$ cat config.mk
export PLATFORM = sky130hd
export DESIGN_NAME = knob_smoothing_change_detector_top_flat
export DESIGN_NICKNAME = d
export VERILOG_FILES = /design/src/rtl/kscd_pkg.sv /design/src/rtl/kscd_if.sv /design/src/rtl/kscd_front.sv /design/src/rtl/kscd_queue.sv /design/src/rtl/kscd_back.sv /design/src/rtl/knob_smoothing_change_detector_top.sv /design/src/flat_wrapper.sv
export SDC_FILE = /design/constraint.sdc
export NUM_CORES = 1
export LEC_CHECK = 0
export BUFFER_PORTS_ARGS = -buffer_cell sky130_fd_sc_hd__buf_2
export CORE_MARGIN = 2
export CORE_UTILIZATION = 23
export CTS_CLUSTER_SIZE = 28
export DETAILED_ROUTE_END_ITERATION = 6
export GPL_TIMING_DRIVEN = 0
export PLACE_DENSITY = 0.48
export RECOVER_POWER = 100
export SETUP_SLACK_MARGIN = 0.15
export SLEW_MARGIN = 20
export SYNTH_ARGS = -nofsm -noshare
export SYNTH_HDL_FRONTEND = slang
export SYNTH_SLANG_ARGS = --single-unit
$ cat constraint.sdc
create_clock -name i_clk -period 38.4 [get_ports i_clk]
set_input_delay 1.92 -clock i_clk [delete_from_list [all_inputs] [get_ports i_clk]]
set_output_delay 1.92 -clock i_clk [all_outputs]
set_load 0.03 [all_outputs]
$ cat src/rtl/kscd_pkg.sv
// kscd_pkg: shared types and constants for the knob smoothing change detector
// no dependencies; imported by the interfaces and every rtl module

package kscd_pkg;

    // payload widths fixed by the channel fields
    localparam int SAMPLE_W   = 12;
    localparam int CHAN_W     = 8;
    localparam int FRAC_W     = 8;
    localparam int FILT_W     = SAMPLE_W + FRAC_W;
    localparam int GAIN_W     = 9;
    localparam int THRESH_W   = 20;
    localparam int SUM_W      = SAMPLE_W + 2;

    // configuration registers
    localparam int APB_DATA_W = 32;
    localparam int CFG_ADDR_W = 3;
    localparam logic [GAIN_W-1:0]   GAIN_ONE     = 9'd256;
    localparam logic [GAIN_W-1:0]   GAIN_RESET   = 9'd51;
    localparam logic [THRESH_W-1:0] THRESH_RESET = 20'd15724;

    typedef enum logic {
        REG_GAIN   = 1'b0,
        REG_THRESH = 1'b1
    } t_reg_idx;

    // queue between front and back
    localparam int QUEUE_DEPTH = 4;
    localparam int QPTR_W      = 2;

    typedef enum logic {
        REQ_SAMPLE  = 1'b0,
        REQ_CONSUME = 1'b1
    } t_req;

    typedef struct packed {
        logic [GAIN_W-1:0]   gain;
        logic [THRESH_W-1:0] threshold;
    } t_cfg;

    // classified request as it sits in the queue
    typedef struct packed {
        t_req                req_type;
        logic                in_range;
        logic [CHAN_W-1:0]   channel;
        logic [SAMPLE_W-1:0] average;
    } t_item;

    // per channel value store entry
    typedef struct packed {
        logic [SAMPLE_W-1:0] raw;
        logic [FILT_W-1:0]   filt;
        logic [FILT_W-1:0]   pend;
    } t_entry;

    typedef struct packed {
        logic [SAMPLE_W-1:0] raw_average;
        logic [FILT_W-1:0]   filtered_value;
        logic                change_flag;
        logic [FILT_W-1:0]   change_value;
    } t_result;

endpackage

$ cat src/rtl/kscd_if.sv
// kscd_req_if and kscd_rsp_if: valid/ready channels for requests and results
// depends on kscd_pkg for field widths

interface kscd_req_if import kscd_pkg::*; ();
    logic                valid;
    logic                ready;
    logic [0:0]          req_type;
    logic [CHAN_W-1:0]   channel;
    logic [SAMPLE_W-1:0] sample_a;
    logic [SAMPLE_W-1:0] sample_b;
    logic [SAMPLE_W-1:0] sample_c;
    logic [SAMPLE_W-1:0] sample_d;

    modport source (
        output valid, req_type, channel, sample_a, sample_b, sample_c, sample_d,
        input  ready
    );
    modport sink (
        input  valid, req_type, channel, sample_a, sample_b, sample_c, sample_d,
        output ready
    );
endinterface

interface kscd_rsp_if import kscd_pkg::*; ();
    logic                valid;
    logic                ready;
    logic [SAMPLE_W-1:0] raw_average;
    logic [FILT_W-1:0]   filtered_value;
    logic                change_flag;
    logic [FILT_W-1:0]   change_value;

    modport source (
        output valid, raw_average, filtered_value, change_flag, change_value,
        input  ready
    );
    modport sink (
        input  valid, raw_average, filtered_value, change_flag, change_value,
        output ready
    );
endinterface

$ cat src/rtl/kscd_front.sv
// kscd_front: accepts requests, averages the samples and checks the channel range
// depends on kscd_pkg and kscd_req_if

module kscd_front import kscd_pkg::*; #(
    parameter int CHANNELS = 8
) (
    kscd_req_if.sink i_req,
    input  logic     i_full,
    output logic     o_push,
    output t_item    o_item
);

    logic [SUM_W-1:0] sum;

    assign i_req.ready = !i_full;
    assign o_push      = i_req.valid && !i_full;

    always_comb begin
        sum = SUM_W'(i_req.sample_a) + SUM_W'(i_req.sample_b)
            + SUM_W'(i_req.sample_c) + SUM_W'(i_req.sample_d);
        o_item.req_type = t_req'(i_req.req_type);
        o_item.in_range = ({1'b0, i_req.channel} < (CHAN_W+1)'(CHANNELS));
        o_item.channel  = i_req.channel;
        // truncated divide by four
        o_item.average  = sum[SUM_W-1:2];
    end

endmodule

$ cat src/rtl/kscd_queue.sv
// kscd_queue: short fifo of classified requests between front and back
// depends on kscd_pkg

module kscd_queue import kscd_pkg::*; (
    input  logic  i_clk,
    input  logic  i_rst_n,
    input  logic  i_push,
    input  t_item i_item,
    output logic  o_full,
    output logic  o_valid,
    output t_item o_item,
    input  logic  i_pop
);

    t_item             r_mem [QUEUE_DEPTH];
    logic [QPTR_W-1:0] r_wptr;
    logic [QPTR_W-1:0] r_rptr;
    logic [QPTR_W:0]   r_count;

    assign o_full  = (r_count == (QPTR_W+1)'(QUEUE_DEPTH));
    assign o_valid = (r_count != '0);
    assign o_item  = r_mem[r_rptr];

    always_ff @(posedge i_clk) begin
        if (i_push) begin
            r_mem[r_wptr] <= i_item;
        end
    end

    always_ff @(posedge i_clk) begin
        if (!i_rst_n) begin
            r_wptr  <= '0;
            r_rptr  <= '0;
            r_count <= '0;
        end else begin
            if (i_push) begin
                r_wptr <= r_wptr + 1'b1;
            end
            if (i_pop) begin
                r_rptr <= r_rptr + 1'b1;
            end
            priority if (i_push && !i_pop) begin
                r_count <= r_count + 1'b1;
            end else if (i_pop && !i_push) begin
                r_count <= r_count - 1'b1;
            end
        end
    end

endmodule

$ cat src/rtl/kscd_back.sv
// kscd_back: per channel store, filter update, change latch and result register
// depends on kscd_pkg and kscd_rsp_if

module kscd_back import kscd_pkg::*; #(
    parameter int CHANNELS = 8
) (
    input  logic  i_clk,
    input  logic  i_rst_n,
    input  t_cfg  i_cfg,
    input  logic  i_q_valid,
    input  t_item i_q_item,
    output logic  o_q_pop,
    kscd_rsp_if.source o_rsp
);

    localparam int IDX_W  = (CHANNELS > 1) ? $clog2(CHANNELS) : 1;
    localparam int PROD_W = FILT_W + 1 + GAIN_W + 1;
    localparam int STEP_W = PROD_W - FRAC_W;

    t_entry            r_mem [CHANNELS];
    t_entry            r_rd;
    logic [CHANNELS-1:0] r_primed;
    logic [CHANNELS-1:0] r_pflag;
    t_item             r_s2;
    logic              r_s2_valid;
    t_result           r_out;
    logic              r_out_valid;

    logic              out_free;
    logic              s2_go;
    logic              s1_adv;
    logic              rd_en;
    logic              wr_en;
    logic [IDX_W-1:0]  s1_idx;
    logic [IDX_W-1:0]  s2_idx;
    logic              primed_rd;
    logic              pflag_rd;
    t_entry            cur;
    logic [FILT_W-1:0] target;
    logic [GAIN_W-1:0] gain_sat;
    logic signed [FILT_W:0]   diff;
    logic signed [PROD_W-1:0] prod;
    logic signed [STEP_W-1:0] sum_f;
    logic [FILT_W-1:0] new_f;
    logic [FILT_W-1:0] gap;
    logic              hit;
    t_entry            n_entry;
    logic              n_primed;
    logic              n_pflag;
    t_result           n_result;

    assign out_free = !r_out_valid || o_rsp.ready;
    assign s2_go    = r_s2_valid && out_free;
    assign s1_adv   = !r_s2_valid || s2_go;
    assign o_q_pop  = i_q_valid && s1_adv;
    assign rd_en    = o_q_pop && i_q_item.in_range;
    assign s1_idx   = i_q_item.channel[IDX_W-1:0];
    assign s2_idx   = r_s2.channel[IDX_W-1:0];
    assign wr_en    = s2_go && r_s2.in_range && (r_s2.req_type == REQ_SAMPLE);

    // filter update and change decision
    always_comb begin
        primed_rd = r_s2.in_range ? r_primed[s2_idx] : 1'b0;
        pflag_rd  = r_s2.in_range ? r_pflag[s2_idx] : 1'b0;
        cur       = primed_rd ? r_rd : '0;
        target    = {r_s2.average, {FRAC_W{1'b0}}};
        gain_sat  = (i_cfg.gain > GAIN_ONE) ? GAIN_ONE : i_cfg.gain;
        diff      = $signed({1'b0, target}) - $signed({1'b0, cur.filt});
        prod      = PROD_W'(diff) * $signed(PROD_W'({1'b0, gain_sat}));
        // arithmetic shift gives the floor; result stays between old value and target
        sum_f     = $signed(STEP_W'({1'b0, cur.filt})) + prod[PROD_W-1:FRAC_W];
        new_f     = sum_f[FILT_W-1:0];
        gap       = (new_f >= cur.pend) ? (new_f - cur.pend) : (cur.pend - new_f);
        hit       = (gap >= i_cfg.threshold);

        n_entry   = cur;
        n_primed  = primed_rd;
        n_pflag   = pflag_rd;
        n_result  = '0;
        if (r_s2.in_range) begin
            unique case (r_s2.req_type)
                REQ_SAMPLE: begin
                    n_primed    = 1'b1;
                    n_entry.raw = r_s2.average;
                    if (!primed_rd) begin
                        // first sample primes filter and pending value
                        n_entry.filt = target;
                        n_entry.pend = target;
                    end else begin
                        n_entry.filt = new_f;
                        if (hit) begin
                            n_entry.pend          = new_f;
                            n_pflag               = 1'b1;
                            n_result.change_flag  = 1'b1;
                            n_result.change_value = new_f;
                        end
                    end
                    n_result.raw_average    = n_entry.raw;
                    n_result.filtered_value = n_entry.filt;
                end
                REQ_CONSUME: begin
                    n_pflag                 = 1'b0;
                    n_result.raw_average    = cur.raw;
                    n_result.filtered_value = cur.filt;
                    n_result.change_flag    = pflag_rd;
                    n_result.change_value   = pflag_rd ? cur.pend : '0;
                end
                default: begin
                    n_result = '0;
                end
            endcase
        end
    end

    // value store, write-first read so a same-channel follower sees the update
    always_ff @(posedge i_clk) begin
        if (wr_en) begin
            r_mem[s2_idx] <= n_entry;
        end
        if (rd_en) begin
            r_rd <= (wr_en && (s2_idx == s1_idx)) ? n_entry : r_mem[s1_idx];
        end
    end

    always_ff @(posedge i_clk) begin
        if (!i_rst_n) begin
            r_primed <= '0;
            r_pflag  <= '0;
        end else if (s2_go && r_s2.in_range) begin
            r_primed[s2_idx] <= n_primed;
            r_pflag[s2_idx]  <= n_pflag;
        end
    end

    always_ff @(posedge i_clk) begin
        if (!i_rst_n) begin
            r_s2_valid  <= 1'b0;
            r_out_valid <= 1'b0;
        end else begin
            if (s1_adv) begin
                r_s2_valid <= i_q_valid;
            end
            if (out_free) begin
                r_out_valid <= r_s2_valid;
            end
        end
    end

    always_ff @(posedge i_clk) begin
        if (o_q_pop) begin
            r_s2 <= i_q_item;
        end
        if (s2_go) begin
            r_out <= n_result;
        end
    end

    assign o_rsp.valid          = r_out_valid;
    assign o_rsp.raw_average    = r_out.raw_average;
    assign o_rsp.filtered_value = r_out.filtered_value;
    assign o_rsp.change_flag    = r_out.change_flag;
    assign o_rsp.change_value   = r_out.change_value;

endmodule

$ cat src/rtl/knob_smoothing_change_detector_top.sv
// knob_smoothing_change_detector_top: top level with apb registers, front, queue, back
// depends on kscd_pkg, kscd_if, kscd_front, kscd_queue and kscd_back
//
//   channel   direction  handshake           payload
//   i_req     in         valid/ready         req_type, channel, sample_a..sample_d
//   o_rsp     out        valid/ready         raw_average, filtered_value,
//                                            change_flag, change_value
//   apb       in/out     psel/penable/pready gain at 0x0, threshold at 0x4
//
// one transaction per cycle sustained unless o_rsp stalls; o_rsp.valid rises once the
// item has passed the queue slot written at the accepting edge, the store read and the
// result register; the rate is set by the read-modify-write of the per channel store,
// with a write-first bypass so the same channel may repeat every cycle
// reset is synchronous and clears the primed and pending flags at once, no sweep
// o_rsp stalls back up into the four deep queue; i_req.ready drops only when it fills

module knob_smoothing_change_detector_top import kscd_pkg::*; #(
    parameter int CHANNELS = 8
) (
    input  logic                  i_clk,
    input  logic                  i_rst_n,
    kscd_req_if.sink              i_req,
    kscd_rsp_if.source            o_rsp,
    input  logic                  psel,
    input  logic                  penable,
    input  logic                  pwrite,
    input  logic [CFG_ADDR_W-1:0] paddr,
    input  logic [APB_DATA_W-1:0] pwdata,
    output logic [APB_DATA_W-1:0] prdata,
    output logic                  pready
);

    t_cfg  r_cfg;
    logic  cfg_wr;
    t_reg_idx reg_idx;

    logic  push;
    t_item push_item;
    logic  q_full;
    logic  q_valid;
    t_item q_item;
    logic  q_pop;

    // configuration registers, word aligned, low address bits ignored
    assign pready  = 1'b1;
    assign cfg_wr  = psel && penable && pwrite;
    assign reg_idx = t_reg_idx'(paddr[2]);

    always_ff @(posedge i_clk) begin
        if (!i_rst_n) begin
            r_cfg.gain      <= GAIN_RESET;
            r_cfg.threshold <= THRESH_RESET;
        end else if (cfg_wr) begin
            unique case (reg_idx)
                REG_GAIN:   r_cfg.gain      <= pwdata[GAIN_W-1:0];
                REG_THRESH: r_cfg.threshold <= pwdata[THRESH_W-1:0];
                default:    r_cfg           <= r_cfg;
            endcase
        end
    end

    always_comb begin
        unique case (reg_idx)
            REG_GAIN:   prdata = APB_DATA_W'(r_cfg.gain);
            REG_THRESH: prdata = APB_DATA_W'(r_cfg.threshold);
            default:    prdata = '0;
        endcase
    end

    // front: accept and classify
    kscd_front #(
        .CHANNELS (CHANNELS)
    ) u_front (
        .i_req  (i_req),
        .i_full (q_full),
        .o_push (push),
        .o_item (push_item)
    );

    // decoupling queue
    kscd_queue u_queue (
        .i_clk   (i_clk),
        .i_rst_n (i_rst_n),
        .i_push  (push),
        .i_item  (push_item),
        .o_full  (q_full),
        .o_valid (q_valid),
        .o_item  (q_item),
        .i_pop   (q_pop)
    );

    // back: store access, filter, change latch, result register
    kscd_back #(
        .CHANNELS (CHANNELS)
    ) u_back (
        .i_clk     (i_clk),
        .i_rst_n   (i_rst_n),
        .i_cfg     (r_cfg),
        .i_q_valid (q_valid),
        .i_q_item  (q_item),
        .o_q_pop   (q_pop),
        .o_rsp     (o_rsp)
    );

endmodule

$ cat src/flat_wrapper.sv
// flat-port wrapper written by rule: the top's interface ports become plain ports
module knob_smoothing_change_detector_top_flat import kscd_pkg::*;
#(
    parameter int CHANNELS = 8
)
  (i_clk, i_rst_n, psel, penable, pwrite, paddr, pwdata, prdata, pready, i_req_valid, i_req_req_type, i_req_channel, i_req_sample_a, i_req_sample_b, i_req_sample_c, i_req_sample_d, i_req_ready, o_rsp_valid, o_rsp_raw_average, o_rsp_filtered_value, o_rsp_change_flag, o_rsp_change_value, o_rsp_ready);
  kscd_req_if i_req_i ();
  kscd_rsp_if o_rsp_i ();
  input  logic i_clk;
  input  logic i_rst_n;
  input  logic psel;
  input  logic penable;
  input  logic pwrite;
  input  logic [CFG_ADDR_W-1:0] paddr;
  input  logic [APB_DATA_W-1:0] pwdata;
  output logic [APB_DATA_W-1:0] prdata;
  output logic pready;
  input wire logic [$bits(i_req_i.valid)-1:0] i_req_valid;
  input wire logic [$bits(i_req_i.req_type)-1:0] i_req_req_type;
  input wire logic [$bits(i_req_i.channel)-1:0] i_req_channel;
  input wire logic [$bits(i_req_i.sample_a)-1:0] i_req_sample_a;
  input wire logic [$bits(i_req_i.sample_b)-1:0] i_req_sample_b;
  input wire logic [$bits(i_req_i.sample_c)-1:0] i_req_sample_c;
  input wire logic [$bits(i_req_i.sample_d)-1:0] i_req_sample_d;
  output wire logic [$bits(i_req_i.ready)-1:0] i_req_ready;
  output wire logic [$bits(o_rsp_i.valid)-1:0] o_rsp_valid;
  output wire logic [$bits(o_rsp_i.raw_average)-1:0] o_rsp_raw_average;
  output wire logic [$bits(o_rsp_i.filtered_value)-1:0] o_rsp_filtered_value;
  output wire logic [$bits(o_rsp_i.change_flag)-1:0] o_rsp_change_flag;
  output wire logic [$bits(o_rsp_i.change_value)-1:0] o_rsp_change_value;
  input wire logic [$bits(o_rsp_i.ready)-1:0] o_rsp_ready;
  assign i_req_i.valid = i_req_valid;
  assign i_req_i.req_type = i_req_req_type;
  assign i_req_i.channel = i_req_channel;
  assign i_req_i.sample_a = i_req_sample_a;
  assign i_req_i.sample_b = i_req_sample_b;
  assign i_req_i.sample_c = i_req_sample_c;
  assign i_req_i.sample_d = i_req_sample_d;
  assign i_req_ready = i_req_i.ready;
  assign o_rsp_valid = o_rsp_i.valid;
  assign o_rsp_raw_average = o_rsp_i.raw_average;
  assign o_rsp_filtered_value = o_rsp_i.filtered_value;
  assign o_rsp_change_flag = o_rsp_i.change_flag;
  assign o_rsp_change_value = o_rsp_i.change_value;
  assign o_rsp_i.ready = o_rsp_ready;
  knob_smoothing_change_detector_top #(.CHANNELS(CHANNELS)) u_core (.i_clk(i_clk), .i_rst_n(i_rst_n), .i_req(i_req_i), .o_rsp(o_rsp_i), .psel(psel), .penable(penable), .pwrite(pwrite), .paddr(paddr), .pwdata(pwdata), .prdata(prdata), .pready(pready));
endmodule
==> results of run 1 <==
-- layout by cell type, fill, tap and decap left out, types with 14 or more instances in the layout --
master     synthesis  layout
nor3_1            25      25
nand2b_1          26      26
edfxtp_1         606     606
ha_1             169     169
fa_1             172     172
and3_1            19      19
nand2_1          286     286
o22ai_1           23      23
a211oi_1          14      14
a21oi_1          142     143
buf_2              8      87
o21ai_0           72      73
nor2_1           232     231
nor2b_1           45      45
inv_1            274     274
mux2i_1           75      75
mux4_2           121     121
clkbuf_16          0      72
nand3_1           40      40
a21boi_0          31      31
xor2_1            37      37
a21o_1            42      42
dfxtp_1           56      56
and2_1            54      43
o21a_1            39      39
xnor2_1           55      52
clkbuf_1          97     285
-- cell families (layout without fill, tap and decap cells) --
| logic type | after synthesis | in the layout |
|---|---|---|
| buffers and inverters | 418 | 785 |
| and+or+nand+nor | 769 | 769 |
| AOI/OAI and AO/OA | 469 | 469 |
| xor gates and xnor gates | 94 | 94 |
| other | 2 | 15 |
| adders and majority gates | 341 | 341 |
| muxes | 209 | 209 |
| DFF | 662 | 662 |
-- routing by layer --
metal  vias to the layer above  wire length (um)  GRT usage [%]
met5                         -                34              0
met4                         6              2950           3.72
met3                       143              7230           2.63
met2                       765             52700           21.8
met1                     12700             53700           19.7
li1                      11300                 -              -
-- flip-flops by register name, indices dropped and copies added (netlist names), named ones only --
name / cells
u_core.u_queue.r_mem: 68
u_core.u_back.o_rsp.raw_average: 12
u_core.u_queue.r_count: 3
u_core.u_back.o_rsp.change_flag: 1
u_core.u_back.r_primed: 8
u_core.r_cfg: 29
u_core.u_queue.r_wptr: 2
u_core.u_back.r_pflag: 8
u_core.u_back.o_rsp.valid: 1
u_core.u_queue.r_rptr: 2
u_core.u_back.r_mem: 416
u_core.u_back.r_s2_valid: 1
u_core.u_back.r_s2: 17
u_core.u_back.r_rd: 52
u_core.u_back.o_rsp.change_value: 20
u_core.u_back.o_rsp.filtered_value: 20
-- worst max-delay path: cells and delay by family, from the launching register on --
kind	cells	cell delay, ps
DFF	1	320
AOI/OAI and AO/OA	21	6810
xor gates and xnor gates	3	1580
buffers and inverters	13	5010
adders and majority gates	10	4330
and+or+nand+nor	11	2480
muxes	1	640
-- final timing paths --
| path | startpoint | to | slack, ps | cells past startpoint |
|---|---|---|---|---|
| worst max-delay path | u_core.u_back.r_s2[14]$_DFFE_PP_ | u_core.u_back.o_rsp.change_value[18]$_SDFFCE_PN0P_ | 16770 | 59 |
| worst min-delay path | u_core.r_cfg[9]$_SDFFE_PN0P_ | u_core.r_cfg[9]$_SDFFE_PN0P_ | 460 | 2 |
| worst max register to register | u_core.u_back.r_s2[14]$_DFFE_PP_ | u_core.u_back.o_rsp.change_value[18]$_SDFFCE_PN0P_ | 16770 | 59 |
| worst min register to register | u_core.r_cfg[9]$_SDFFE_PN0P_ | u_core.r_cfg[9]$_SDFFE_PN0P_ | 460 | 2 |
-- through the flow --
| step | setup WS, ps | cells | hold WS [ps] | instance area, um^2 |
|---|---|---|---|---|
| after global routing | 15860 | 5517 | 494 | 43600 |
| after detailed placement | 18810 | 5389 | 458 | 41900 |
| after floorplan | 24220 | 2975 | 443 | 37600 |
| after global placement | 18190 | 5308 | 455 | 41100 |
| after CTS | 18730 | 5516 | 466 | 44200 |
| final | 16770 | 5519 | 463 | 43600 |
-- layout make-up --
cell class / instances / area, um^2
inverters: 275 / 1030
flip-flops and latches: 662 / 19300
clock inverters: 35 / 388
clock buffers: 92 / 1900
fillers: 17000 / 119000
repair buffers: 240 / 1000
plain buffers: 143 / 601
well taps: 2175 / 2720
multi-input cells: 1895 / 16700
diodes: 2 / 5.00
==> results_dict.tcl, run 1 <==
set metrics [dict create \
    ant_nets 0 \
    cp.arrival_ps 21910 \
    cp_slowest_stage_delay_ps 1110 \
    hold_viol 0 \
    synth_compound_area_share_pct 8.23 \
    tightestPinTransition_ps 2630 \
    synth_top_family_by_area "adder cells" \
    cts.clk_slew.worst_paths_ps 60 \
    syn_area_um2 37600 \
    cts_tree "built" \
    clockBufferDepth 3 \
    postCtsSetupRepairBufs 0 \
    dieArea_um2 167000 \
    synth_edf_count 606 \
    pin_count 187 \
    yosysTopAreaCell "edfxtp_1" \
    cts_max_level 3 \
    critical_path.max_fanout 10 \
    cp-start-kind "flip-flop" \
    rows 148 \
    routedWlPerCell_um 21.1 \
    clock_latency_ps 690 \
    vias 24900 \
    cp-end-kind "flip-flop" \
    hold_path_class "reg2reg" \
    syn_to_final_growth_pct 16.2 \
    synth_fa_ha_area_share_pct 14.8 \
    synth.area.top_cells "edfxtp_1 (48%), fa_1 (9.2%), mux4_2 (7.3%)" \
    ys_ff_latch 662 \
    fmax_mhz 46.2 \
    critPathKind "reg2reg" \
    post_cts_resized 0 \
    initial_core_util_pct 23.1 \
    vias_per_cell 4.51 \
    post-route-period-util_pct 56.3 \
    slowest_stage "a311oi_1" \
    first_iter_violations 2028 \
    dr.pass1.iters 6 \
    synth_area_per_cell_um2 12.7 \
    grt_pass1_wl_um 173000 \
    grt_max_degree 39 \
    fin_crit_ps 21630 \
    clockRootBuffer "clkbuf_16" \
    slew_violations 48 \
    drc 0 \
    port_buffers 158 \
    grt_pass1_vias 25400 \
    status "complete, but fails checks" \
    grt_antenna_before_repair 15 \
    syn-instance-count 2964 \
    clock_sinks 662 \
    yosysWarnings 0 \
    skew_ps 50.2 \
    fin_util_pct 26.9 \
    crit_top_cell "clkbuf_1" \
    worstPathRequired_ps 38680 \
    ctsHoldBuffers 0 \
    yosysTopAreaCellShare_pct 48.5 \
    grt_overflow 0 \
    dpl.hpwl_um 90300 \
    die_w_um 408 \
    numCtsBuffers 72 \
    synth.most_common_cell "edfxtp_1" \
    relSlewSlack_pct -75.5 \
    core_um2 162000 \
    synthTopCellsByCount "edfxtp_1 (606), nand2_1 (286), inv_1 (274)" \
    synth_cell_types 82 \
    fin_tns_setup_ps 0 \
    rsz0062_at_grt "false" \
    synth_ff_type "edfxtp_1" \
    violations "max-capacitance violations, max-slew violations" \
    place_congestion 0.906 \
    wl_um 117000 \
    yosys.area_share.simple_pct 9.27 \
    synth_mux_area_share_pct 9.65 \
    track_usage_pct 13.9 \
    fp.dieH_um 408 \
    seq_area_frac_synth_pct 51.4 \
    final-setup-viol-count 0 \
    cap_violations 1 \
    nets 3729 \
    drive_above_1_share_pct 10.4 \
    synth_xor_area_share_pct 2.25 \
    async_flop_share_pct 0 \
]
Power of run 1 is not shown: default switching activity piles up to over one toggle a cycle in this logic, so the estimate is an artifact.
==> inputs of run 2 (changes only) <==
- PLACE_DENSITY: 0.48 -> 0.49
- clock period: 38.4 -> 17.6 ns (I/O delays scaled with it)
==> run 2 against run 1 <==
Net effect: the run still ends with max-capacitance violations, max-slew violations left; worst setup slack worse by 16000 ps; non-clock buffer count up 8; final area up 1.1%; via count rose by 0.21%; sequential share of layout area down 0.48 points; cell count grew 0.29%; critical path depth fell by 1; worst hold slack worse by 25 ps; core utilization up 0.29 points; routed wire length decreased by 0.18%.
==> results_dict.tcl, run 2 (synthesis gave the netlist of run 1 again) <==
set metrics [dict create \
    core_um2 162000 \
    clock_latency_ps 680 \
    hold_viol 0 \
    ant_nets 0 \
    cap_violations 2 \
    die_w_um 408 \
    dieArea_um2 167000 \
    top_regs "u_core.u_back.r_mem x416, u_core.u_queue.r_mem x68, u_core.u_back.r_rd x52" \
    initial_core_util_pct 23.1 \
    skew_ps 34.7 \
    dr.pass1.iters 5 \
    cp_slowest_stage_delay_ps 950 \
    grt_overflow 0 \
    fmax_mhz 59.8 \
    first_iter_violations 2347 \
    drc 0 \
    grt_pass1_wl_um 171000 \
    slowest_stage "a221oi_1" \
    routedWlPerCell_um 21.0 \
    tightestPinTransition_ps 2200 \
    slew_violations 55 \
    worstPathRequired_ps 17910 \
    critical-path-top-delay-family "compound AO/OA/AOI/OAI gates" \
    layout_setup_ws_ps 865 \
    cp-end-kind "flip-flop" \
    cp-start-kind "flip-flop" \
    track_usage_pct 13.9 \
    nets 3737 \
    cts_max_level 3 \
    grt_pass1_vias 25000 \
    clockBufferDepth 3 \
    path_buf_inv 12 \
    place_ws_ps -1700 \
    rsz0062_at_grt "false" \
    grt_max_degree 28 \
    cts.clk_slew.worst_paths_ps 60 \
    largest_reg_flops 416 \
    cts_tree "built" \
    cp.arrival_ps 17050 \
    rows 148 \
    critical_path.max_fanout 10 \
    vias 24900 \
    largest_register "u_core.u_back.r_mem" \
    critPathKind "reg2reg" \
    port_buffers 158 \
    wl_um 116000 \
    grt_antenna_before_repair 7 \
    final_cell_mix "edfxtp_1 (606), nand2_1 (285), clkbuf_1 (274), inv_1 (274), nor2_1 (228)" \
    fillers 17000 \
    violations "max-capacitance violations, max-slew violations" \
    hold_path_class "in2reg" \
    dpl.hpwl_um 89700 \
    drive_above_1_share_pct 11.9 \
    vias_per_cell 4.50 \
    place_congestion 0.898 \
    clockRootBuffer "clkbuf_16" \
    fp.dieH_um 408 \
    clock_sinks 662 \
    layout_commonest_cell "edfxtp_1" \
    numCtsBuffers 72 \
    fin_crit_ps 16740 \
    status "complete, but fails checks" \
    post-route-period-util_pct 95.1 \
    pin_count 187 \
    final-setup-viol-count 0 \
    relSlewSlack_pct -46.7 \
    syn_to_final_growth_pct 17.5 \
]
==> run 2: area by class of cell <==
class / instances / area [um^2] / area share [%]
antenna: 5 / 12.5 / 0.0284
buffer: 143 / 624 / 1.42
clock buffer: 89 / 1900 / 4.30
clock inverter: 43 / 505 / 1.15
inverter: 275 / 1030 / 2.34
multi-input combinational: 1895 / 16900 / 38.3
sequential: 662 / 19300 / 43.8
tap: 2175 / 2720 / 6.17
timing repair buffer: 248 / 1080 / 2.46
==> run 2: metrics by stage <==
| stage | instances | hold WS, ps | setup TNS, ps | utilization, % | instance area [um^2] |
|---|---|---|---|---|---|
| 5_1_grt | 5531 | 432 | 0 | 27.2 | 44100 |
| 4_1_cts | 5522 | 381 | 0 | 27.4 | 44500 |
| 3_3_place_gp | 5308 | 455 | -552470 | 25.3 | 41100 |
| 2_1_floorplan | 2975 | 443 | 0 | - | 37600 |
| 3_5_place_dp | 5389 | 459 | -226550 | 25.8 | 41900 |
| 6_report | 5535 | 439 | 0 | 27.2 | 44100 |
==> run 2: path summary, 6_finish.rpt <==
kind | slack [ps] | depth (start not counted) | to | startpoint
max | 860 | 58 | u_core.u_back.o_rsp.change_value[18]$_SDFFCE_PN0P_ | u_core.u_back.r_s2[12]$_DFFE_PP_
min | 440 | 3 | u_core.r_cfg[24]$_SDFFE_PN1P_ | pwdata[4]
max reg2reg | 860 | 58 | u_core.u_back.o_rsp.change_value[18]$_SDFFCE_PN0P_ | u_core.u_back.r_s2[12]$_DFFE_PP_
min reg2reg | 470 | 2 | u_core.r_cfg[19]$_SDFFE_PN0P_ | u_core.r_cfg[19]$_SDFFE_PN0P_
==> run 2: what timing repair did <==
action | in CTS | in global routing
buffers inserted | 1 | 8
gates resized for setup | 35 | 31
endpoints found under the setup margin | 209 | 209
pin swaps | 1 | 4
hold buffers | 0 | 0
==> run 2: worst reg2reg max path, delay by kind of cell, from the launching register on <==
kind | cells | cell delay (ps)
buffers and inverters | 12 | 2990
adder cells (fa/ha/maj) | 10 | 4420
AO/OA/AOI/OAI | 22 | 5660
XOR/XNOR | 2 | 610
multiplexers | 1 | 450
AND/OR/NAND/NOR | 11 | 1830
flip-flops | 1 | 430
==> run 2: layer usage <==
metal / global-route usage, % / share of wire [%] / vias up
met1: 19.5 / 46 / 12700
met2: 21.5 / 45 / 802
met3: 2.74 / 6.8 / 144
li1: - / - / 11300
met4: 4.07 / 2.5 / 0
met5: 0 / 0 / -
Power of run 2 is left out for the same reason.
